--- src/sv/sed_pkg.sv ---
package sed_pkg;

    localparam int unsigned DEF_DATA_WIDTH = 32;

    typedef enum logic [1:0] {
        STATUS_OK       = 2'd0,
        STATUS_DIV_ZERO = 2'd1,
        STATUS_OVERFLOW = 2'd2
    } t_status;

    typedef enum logic [1:0] {
        ST_IDLE,
        ST_DIV,
        ST_DONE
    } t_state;

    // what the shift-subtract core reports back to the control
    typedef struct packed {
        logic done;
        logic rem_nz;
    } t_core_stat;

endpackage

--- src/sv/sed_if.sv ---
interface sed_in_if #(
    parameter int unsigned DATA_WIDTH = sed_pkg::DEF_DATA_WIDTH
);
    logic                         valid;
    logic                         ready;
    logic signed [DATA_WIDTH-1:0] dividend;
    logic signed [DATA_WIDTH-1:0] divisor;

    modport source (output valid, output dividend, output divisor, input ready);
    modport sink   (input valid, input dividend, input divisor, output ready);
endinterface

interface sed_out_if #(
    parameter int unsigned DATA_WIDTH = sed_pkg::DEF_DATA_WIDTH
);
    logic                         valid;
    logic                         ready;
    logic signed [DATA_WIDTH-1:0] quotient;
    logic        [1:0]            status;

    modport source (output valid, output quotient, output status, input ready);
    modport sink   (input valid, input quotient, input status, output ready);
endinterface

--- src/sv/sed_core.sv ---
module sed_core #(
    parameter int unsigned DATA_WIDTH = sed_pkg::DEF_DATA_WIDTH
) (
    input  logic                   i_clk,
    input  logic                   i_rst_n,
    input  logic                   i_start,
    input  logic [DATA_WIDTH-1:0]  i_dividend_mag,
    input  logic [DATA_WIDTH-1:0]  i_divisor_mag,
    output sed_pkg::t_core_stat    o_stat,
    output logic [DATA_WIDTH-1:0]  o_quo
);
    import sed_pkg::*;

    localparam int unsigned CNT_W = $clog2(DATA_WIDTH + 1);

    logic                  r_busy, n_busy;
    logic                  r_done, n_done;
    logic [CNT_W-1:0]      r_cnt, n_cnt;
    logic [DATA_WIDTH-1:0] r_rem, n_rem;
    logic [DATA_WIDTH-1:0] r_quo, n_quo;
    logic [DATA_WIDTH-1:0] r_div, n_div;
    logic [DATA_WIDTH:0]   trial;

    // one quotient bit per cycle: dividend bits shift out at the top of r_quo,
    // quotient bits shift in at the bottom
    assign trial = {r_rem, r_quo[DATA_WIDTH-1]} - {1'b0, r_div};

    always_comb begin
        n_busy = r_busy;
        n_done = 1'b0;
        n_cnt  = r_cnt;
        n_rem  = r_rem;
        n_quo  = r_quo;
        n_div  = r_div;
        if (i_start) begin
            n_busy = 1'b1;
            n_cnt  = CNT_W'(DATA_WIDTH);
            n_rem  = '0;
            n_quo  = i_dividend_mag;
            n_div  = i_divisor_mag;
        end else if (r_busy) begin
            if (!trial[DATA_WIDTH]) begin
                n_rem = trial[DATA_WIDTH-1:0];
                n_quo = {r_quo[DATA_WIDTH-2:0], 1'b1};
            end else begin
                n_rem = {r_rem[DATA_WIDTH-2:0], r_quo[DATA_WIDTH-1]};
                n_quo = {r_quo[DATA_WIDTH-2:0], 1'b0};
            end
            n_cnt = r_cnt - CNT_W'(1);
            if (r_cnt == CNT_W'(1)) begin
                n_busy = 1'b0;
                n_done = 1'b1;
            end
        end
    end

    always_ff @(posedge i_clk) begin
        if (!i_rst_n) begin
            r_busy <= 1'b0;
            r_done <= 1'b0;
            r_cnt  <= '0;
        end else begin
            r_busy <= n_busy;
            r_done <= n_done;
            r_cnt  <= n_cnt;
        end
    end

    always_ff @(posedge i_clk) begin
        r_rem <= n_rem;
        r_quo <= n_quo;
        r_div <= n_div;
    end

    assign o_stat.done   = r_done;
    assign o_stat.rem_nz = |r_rem;
    assign o_quo         = r_quo;

endmodule

--- src/sv/signed_euclidean_divider.sv ---
// signed euclidean divider: quotient such that the remainder is never negative
// input channel i_in carries dividend and divisor; output channel o_out carries
// quotient and a 2-bit status (ok, division by zero, overflow saturated)
// one beat in gives exactly one beat out, in order
// the restoring shift-subtract core resolves one quotient bit a cycle; the round-up
// of the magnitude is then registered, and sign and saturation are applied as the
// result is loaded into the output register
// one item at a time: i_in.ready is high while no item is in work
// the finished result sits in an output register; the next item is accepted
// while it waits, and only the final load stalls if o_out.ready stays low
// a zero divisor gives quotient 0 with division-by-zero status; most negative
// divided by minus one gives the largest positive value with overflow status
// reset (synchronous, active low) empties the block: no result pending, ready high
module signed_euclidean_divider #(
    parameter int unsigned DATA_WIDTH = sed_pkg::DEF_DATA_WIDTH
) (
    input  logic            i_clk,
    input  logic            i_rst_n,
    sed_in_if.sink          i_in,
    sed_out_if.source       o_out
);
    import sed_pkg::*;

    t_state                       r_state, n_state;
    logic                         r_a_neg, n_a_neg;
    logic                         r_b_neg, n_b_neg;
    logic                         r_b_zero, n_b_zero;
    logic [DATA_WIDTH-1:0]        r_qmag, n_qmag;
    logic                         r_out_valid, n_out_valid;
    logic signed [DATA_WIDTH-1:0] r_out_q, n_out_q;
    t_status                      r_out_st, n_out_st;

    logic                  start;
    logic [DATA_WIDTH-1:0] a_mag;
    logic [DATA_WIDTH-1:0] b_mag;
    t_core_stat            core_stat;
    logic [DATA_WIDTH-1:0] core_quo;

    // two's complement magnitudes fit W unsigned bits, most negative included
    assign a_mag = i_in.dividend[DATA_WIDTH-1] ? DATA_WIDTH'(-i_in.dividend)
                                                : DATA_WIDTH'(i_in.dividend);
    assign b_mag = i_in.divisor[DATA_WIDTH-1]  ? DATA_WIDTH'(-i_in.divisor)
                                                : DATA_WIDTH'(i_in.divisor);

    sed_core #(
        .DATA_WIDTH (DATA_WIDTH)
    ) u_core (
        .i_clk          (i_clk),
        .i_rst_n        (i_rst_n),
        .i_start        (start),
        .i_dividend_mag (a_mag),
        .i_divisor_mag  (b_mag),
        .o_stat         (core_stat),
        .o_quo          (core_quo)
    );

    always_comb begin
        n_state     = r_state;
        n_a_neg     = r_a_neg;
        n_b_neg     = r_b_neg;
        n_b_zero    = r_b_zero;
        n_qmag      = r_qmag;
        n_out_valid = r_out_valid && !o_out.ready;
        n_out_q     = r_out_q;
        n_out_st    = r_out_st;
        i_in.ready  = 1'b0;
        start       = 1'b0;
        case (r_state)
            ST_IDLE: begin
                i_in.ready = 1'b1;
                if (i_in.valid) begin
                    start    = 1'b1;
                    n_a_neg  = i_in.dividend[DATA_WIDTH-1];
                    n_b_neg  = i_in.divisor[DATA_WIDTH-1];
                    n_b_zero = (b_mag == '0);
                    n_state  = ST_DIV;
                end
            end
            ST_DIV: begin
                if (core_stat.done) begin
                    // negative dividend with a remainder rounds the magnitude up
                    n_qmag  = core_quo + DATA_WIDTH'(r_a_neg && core_stat.rem_nz);
                    n_state = ST_DONE;
                end
            end
            ST_DONE: begin
                if (!r_out_valid || o_out.ready) begin
                    n_out_valid = 1'b1;
                    n_state     = ST_IDLE;
                    if (r_b_zero) begin
                        n_out_q  = '0;
                        n_out_st = STATUS_DIV_ZERO;
                    end else if (!(r_a_neg ^ r_b_neg) && r_qmag[DATA_WIDTH-1]) begin
                        n_out_q  = {1'b0, {(DATA_WIDTH-1){1'b1}}};
                        n_out_st = STATUS_OVERFLOW;
                    end else begin
                        n_out_q  = (r_a_neg ^ r_b_neg) ? -$signed(r_qmag)
                                                       : $signed(r_qmag);
                        n_out_st = STATUS_OK;
                    end
                end
            end
            default: begin
                n_state = ST_IDLE;
            end
        endcase
    end

    always_ff @(posedge i_clk) begin
        if (!i_rst_n) begin
            r_state     <= ST_IDLE;
            r_out_valid <= 1'b0;
        end else begin
            r_state     <= n_state;
            r_out_valid <= n_out_valid;
        end
    end

    always_ff @(posedge i_clk) begin
        r_a_neg  <= n_a_neg;
        r_b_neg  <= n_b_neg;
        r_b_zero <= n_b_zero;
        r_qmag   <= n_qmag;
        r_out_q  <= n_out_q;
        r_out_st <= n_out_st;
    end

    assign o_out.valid    = r_out_valid;
    assign o_out.quotient = r_out_q;
    assign o_out.status   = r_out_st;

endmodule

--- src/flat_wrapper.sv ---
// flat-port wrapper written by rule: the top's interface ports become plain ports
module signed_euclidean_divider_flat import sed_pkg::*;
#(
    parameter int unsigned DATA_WIDTH = sed_pkg::DEF_DATA_WIDTH
)
  (i_clk, i_rst_n, i_in_valid, i_in_dividend, i_in_divisor, i_in_ready, o_out_valid, o_out_quotient, o_out_status, o_out_ready);
  sed_in_if #(.DATA_WIDTH(DATA_WIDTH)) i_in_i ();
  sed_out_if #(.DATA_WIDTH(DATA_WIDTH)) o_out_i ();
  input  logic i_clk;
  input  logic i_rst_n;
  input wire logic [$bits(i_in_i.valid)-1:0] i_in_valid;
  input wire logic [$bits(i_in_i.dividend)-1:0] i_in_dividend;
  input wire logic [$bits(i_in_i.divisor)-1:0] i_in_divisor;
  output wire logic [$bits(i_in_i.ready)-1:0] i_in_ready;
  output wire logic [$bits(o_out_i.valid)-1:0] o_out_valid;
  output wire logic [$bits(o_out_i.quotient)-1:0] o_out_quotient;
  output wire logic [$bits(o_out_i.status)-1:0] o_out_status;
  input wire logic [$bits(o_out_i.ready)-1:0] o_out_ready;
  assign i_in_i.valid = i_in_valid;
  assign i_in_i.dividend = i_in_dividend;
  assign i_in_i.divisor = i_in_divisor;
  assign i_in_ready = i_in_i.ready;
  assign o_out_valid = o_out_i.valid;
  assign o_out_quotient = o_out_i.quotient;
  assign o_out_status = o_out_i.status;
  assign o_out_i.ready = o_out_ready;
  signed_euclidean_divider #(.DATA_WIDTH(DATA_WIDTH)) u_core (.i_clk(i_clk), .i_rst_n(i_rst_n), .i_in(i_in_i), .o_out(o_out_i));
endmodule
--- config.mk ---
export PLATFORM = sky130hd
export DESIGN_NAME = signed_euclidean_divider_flat
export DESIGN_NICKNAME = d
export VERILOG_FILES = /design/src/sv/sed_pkg.sv /design/src/sv/sed_if.sv /design/src/sv/sed_core.sv /design/src/sv/signed_euclidean_divider.sv /design/src/flat_wrapper.sv
export SDC_FILE = /design/constraint.sdc
export NUM_CORES = 1
export LEC_CHECK = 0
export ABC_AREA = 1
export BUFFER_PORTS_ARGS = -buffer_cell sky130_fd_sc_hd__buf_4
export CORE_ASPECT_RATIO = 0.5
export CORE_MARGIN = 1
export CORE_UTILIZATION = 66
export CTS_CLUSTER_SIZE = 28
export DETAILED_ROUTE_END_ITERATION = 8
export HOLD_SLACK_MARGIN = 0.08
export PLACE_DENSITY = 0.87
export SLEW_MARGIN = 20
export SYNTH_ARGS = -nofsm -noshare
export SYNTH_HDL_FRONTEND = slang
export SYNTH_HIERARCHICAL = 1
export SYNTH_SLANG_ARGS = --single-unit
--- constraint.sdc ---
create_clock -name i_clk -period 5.54 [get_ports i_clk]
set_input_delay 0.277 -clock i_clk [delete_from_list [all_inputs] [get_ports i_clk]]
set_output_delay 0.277 -clock i_clk [all_outputs]
set_load 0.01 [all_outputs]
==> reports/results.txt <==
The placed instances occupy a cell area of 0.01398 sq mm. The detail route stage leaves a number of antenna-violating nets equal to 0. The root buffer cell chosen for the clock tree is sky130_fd_sc_hd__clkbuf_16. The relative contribution of the clock network to total power was 36.7%; the sum of routed wire length over all layers was 31.73 mm.

Summed over all nets, the half-perimeter wirelength after detailed placement is 23.71 mm. STA classifies the critical path endpoint as a flip-flop. After synthesis the cells add up to 0.01302 sq mm. By startpoint and endpoint, the worst setup path is classified as flip-flop to flip-flop. The number of placed I/O pins came out at 104.

After floorplanning, the core was sized to cover 0.01883 sq mm. The logs give 11,110 for the via count of the first global-routing pass and 9 for the number of iterations in the first detailed-routing pass. The run gives 73 as the pin count of the biggest net entering global routing. The final-report hold violation count came out at 0.

In the layout the commonest cells are sky130_fd_sc_hd__nand2_1 (680), sky130_fd_sc_hd__inv_1 (329), sky130_fd_sc_hd__nor2_1 (177). Routability-driven placement finished with a final weighted congestion of 1.013. The worst hold path passes through 4 cells.

The logs give 17 for the number of clock buffers inserted by TritonCTS and 0 for the count of unresolved DRC violations after routing. Data on the critical path arrives at its endpoint at 2930 ps. Of the available clock period, the critical path in the final layout requires 48.50%. The reported leakage power was 7.340 nW; the average detailed-routed wire length per instance was 13.95 um. For this run, the register share of the synthesized area comes to 37.29%. The analysis attributes to net switching a power of 0.9781 mW. The share of post-route cells with drive strength above 1 was 10.96%; the row count was 35.

For this configuration, the core starts out at a cell density of 69.13%. The clock arrives with 12.73 ps of skew. The synthesized design contains 176 register bits. TritonCTS built the clock tree. Combinational logic is responsible for 16.0% of the overall power. The min-delay analysis places its worst path in the category primary input to flip-flop. The total power after layout was 3.317 mW. The run finished with clean final reports. The finished cells cover 0.01461 sq mm. Across all layers, the routed design uses 12,200 vias. The category of the worst setup path launch point was a flip-flop.

Timing would allow up to 372.2 MHz. For the post-route setup TNS, the log shows 0 ps. Measured on the finished design, the core utilization comes to 77.56%.

Setup repair after global routing left no endpoint under its margin. For the total routing resource utilization after global routing, the log shows 31.78%. The tool flagged a number of max-cap violations equal to 0. The tools report the distinct cell type count of the synthesized netlist as 48.

The worst-case IR drop observed on VDD is 0.1766 mV. Leaving out fill and tap cells, the most frequent cell in the layout is sky130_fd_sc_hd__nand2_1. The logs give 6 for the number of synthesis warnings and 2,112 for the number of nets in the final layout. Net switching is 29.49% of the power. For the pin with the worst max-slew slack, the measured transition is 962.6 ps. The minimum period implied by the final worst setup slack works out to 2687 ps. The floorplan step defined a die boundary enclosing 0.02032 sq mm.

The max-slew violation count is 0. In this run the tool buffered the top-level ports with 103 buffer cells. The total of cells resized after clock tree synthesis is 0. The clock net in this run drives a total of 176 sinks. Each instance of the synthesized netlist takes up on average 6.826 sq um. Synthesis handed over a netlist of 1,907 instances. The largest fanout on the critical path is 4. Power spread over the standard cell area amounts to 227.1 mW/mm^2. Headroom to the max-slew limit came out at 35.76%. The run gives 51.88 mm as the global-route wire length before repair. The sequential share of power came out at 47.3%. From synthesis to final layout, the design area changed by 12.20%. The tools report the final count of negative-setup-slack endpoints as 0. The run gives 4 as the number of H-tree levels. The internal power of the cells totals 2.339 mW. Measured in cells, the most critical reg-to-reg path has a length of 13. The floorplan step set the die height to 101.3 um. At the worst endpoint, the required time is 5780 ps.

Global routing finished with a remaining overflow of 0. In this run the horizontal extent of the chip is 200.6 um. The run gives 2,016 as the number of nets in the synthesized netlist. Clock latency on the worst-skew pair, taken at its later pin, is 440 ps.

The clock passes through at most 2 buffers. The initial antenna violation count was 0; the via density per instance was 5.362. The violation count after the first detailed-routing iteration was 1,097; the clock transition time at the flip-flop clock pins of the worst setup and hold paths was 80 ps. The repair_antennas step left the layout with diodes totalling 0.
## power by group through the flow
stage | clock [mW] | sequential, mW | combinational, mW
detailed placement | 0 | 1.59 | 0.514
floorplan | 0 | 1.58 | 0.366
global route | 1.28 | 1.58 | 0.592
global placement | 0 | 1.59 | 0.504
finish | 1.22 | 1.57 | 0.532
CTS | 1.23 | 1.57 | 0.523
## kinds of logic (layout without fill, tap and decap cells)
kind of cell	Yosys count	in the layout	synth area share (%)
compound gates	113	113	4.796
fa+ha+maj	41	41	3.998
flops	176	176	37.29
xor+xnor	86	86	5.786
buf+inv	372	481	11.15
simple gates	1119	1119	36.98
## per-layer routing
metal  vias up  share of wire (%)  global-route usage, %
met5         -                  0                      0
met4         0                3.6                  13.21
met3        99                7.2                  4.891
met2       546                 47                  56.17
met1      5397                 42                  39.67
li1       6156                  -                      -
## path summary, 6_finish.rpt
| check | from | to | slack, ps |
|---|---|---|---|
| max | u_core/u_core/r_rem[30] | u_core/r_qmag[31] | 2850 |
| min reg2reg | u_core/u_core/r_rem[23] | u_core/u_core/r_rem[23] | 480 |
| max reg2reg | u_core/u_core/r_rem[30] | u_core/r_qmag[31] | 2850 |
| min | o_out_ready | u_core/o_out.valid | 150 |
## flip-flops by register name (all words and copies together), names as in the netlist
register               count
u_core/o_out.quotient     32
u_core/o_out.status        2
u_core/o_out.valid         1
u_core/r_a_neg             1
u_core/r_b_neg             1
u_core/r_b_zero            1
u_core/r_qmag             32
u_core/r_state             2
u_core/u_core/o_quo       32
u_core/u_core/r_busy       1
u_core/u_core/r_cnt        6
u_core/u_core/r_div       32
u_core/u_core/r_done       1
u_core/u_core/r_rem       32
## area by class of cell
type / count / area [sq um]
fillers: 1440 / 4225
multi-input cells: 1359 / 6721
flip-flops and latches: 176 / 4855
clock inverters: 15 / 176.4
clock buffers: 17 / 425.4
well taps: 259 / 324.1
repair buffers: 110 / 830.8
inverters: 339 / 1272
## synth_stat cells, drive strengths merged
master,number,share of area (%)
o31ai,1,0.058
o22ai,1,0.048
nand4,30,1.5
o211ai,2,0.12
o21bai,3,0.17
inv,339,9.8
buf,16,0.88
nand3,120,4.8
or2,4,0.19
nand2,703,21
and2,8,0.38
a21o,1,0.058
ha,40,3.8
nor2,201,6.4
nor4,8,0.38
o21ai,56,2.2
a31oi,11,0.53
nor3b,3,0.21
xor2,51,3.4
o41ai,1,0.067
clkbuf,17,0.49
and3,1,0.048
edfxtp,133,31
a21oi,34,1.4
fa,1,0.15
xnor2,35,2.4
nor3,36,1.8
nand3b,5,0.29
a211oi,3,0.17
dfxtp,43,6.6
## per-stage QoR
step	setup slack (ps)	instances	hold WS [ps]
floorplan	2466	1907	375.9
global placement	2998	2241	460.0
detailed placement	2905	2241	465.1
CTS	2868	2275	147.6
global route	2662	2275	165.2
finish	2853	2275	153.1
## what timing repair did
action | 4_1_cts | 5_1_grt
hold buffers | 2 | 0
setup buffers | 0 | 0
endpoints found under the hold margin | 2 | 0
## critical path, stage by stage (launching register included)
cell	delay, ps
sky130_fd_sc_hd__dfxtp_1	390
sky130_fd_sc_hd__inv_1	110
sky130_fd_sc_hd__nand4_1	140
sky130_fd_sc_hd__nor4_1	70
sky130_fd_sc_hd__nand3_1	90
sky130_fd_sc_hd__nand2_1	50
sky130_fd_sc_hd__inv_1	70
sky130_fd_sc_hd__ha_1	240
sky130_fd_sc_hd__nand3_2	150
sky130_fd_sc_hd__nor3_2	280
sky130_fd_sc_hd__nand4_2	240
sky130_fd_sc_hd__nor3_2	270
sky130_fd_sc_hd__nand2_1	130
sky130_fd_sc_hd__xnor2_1	270
Power figures use the tool's default switching activity.
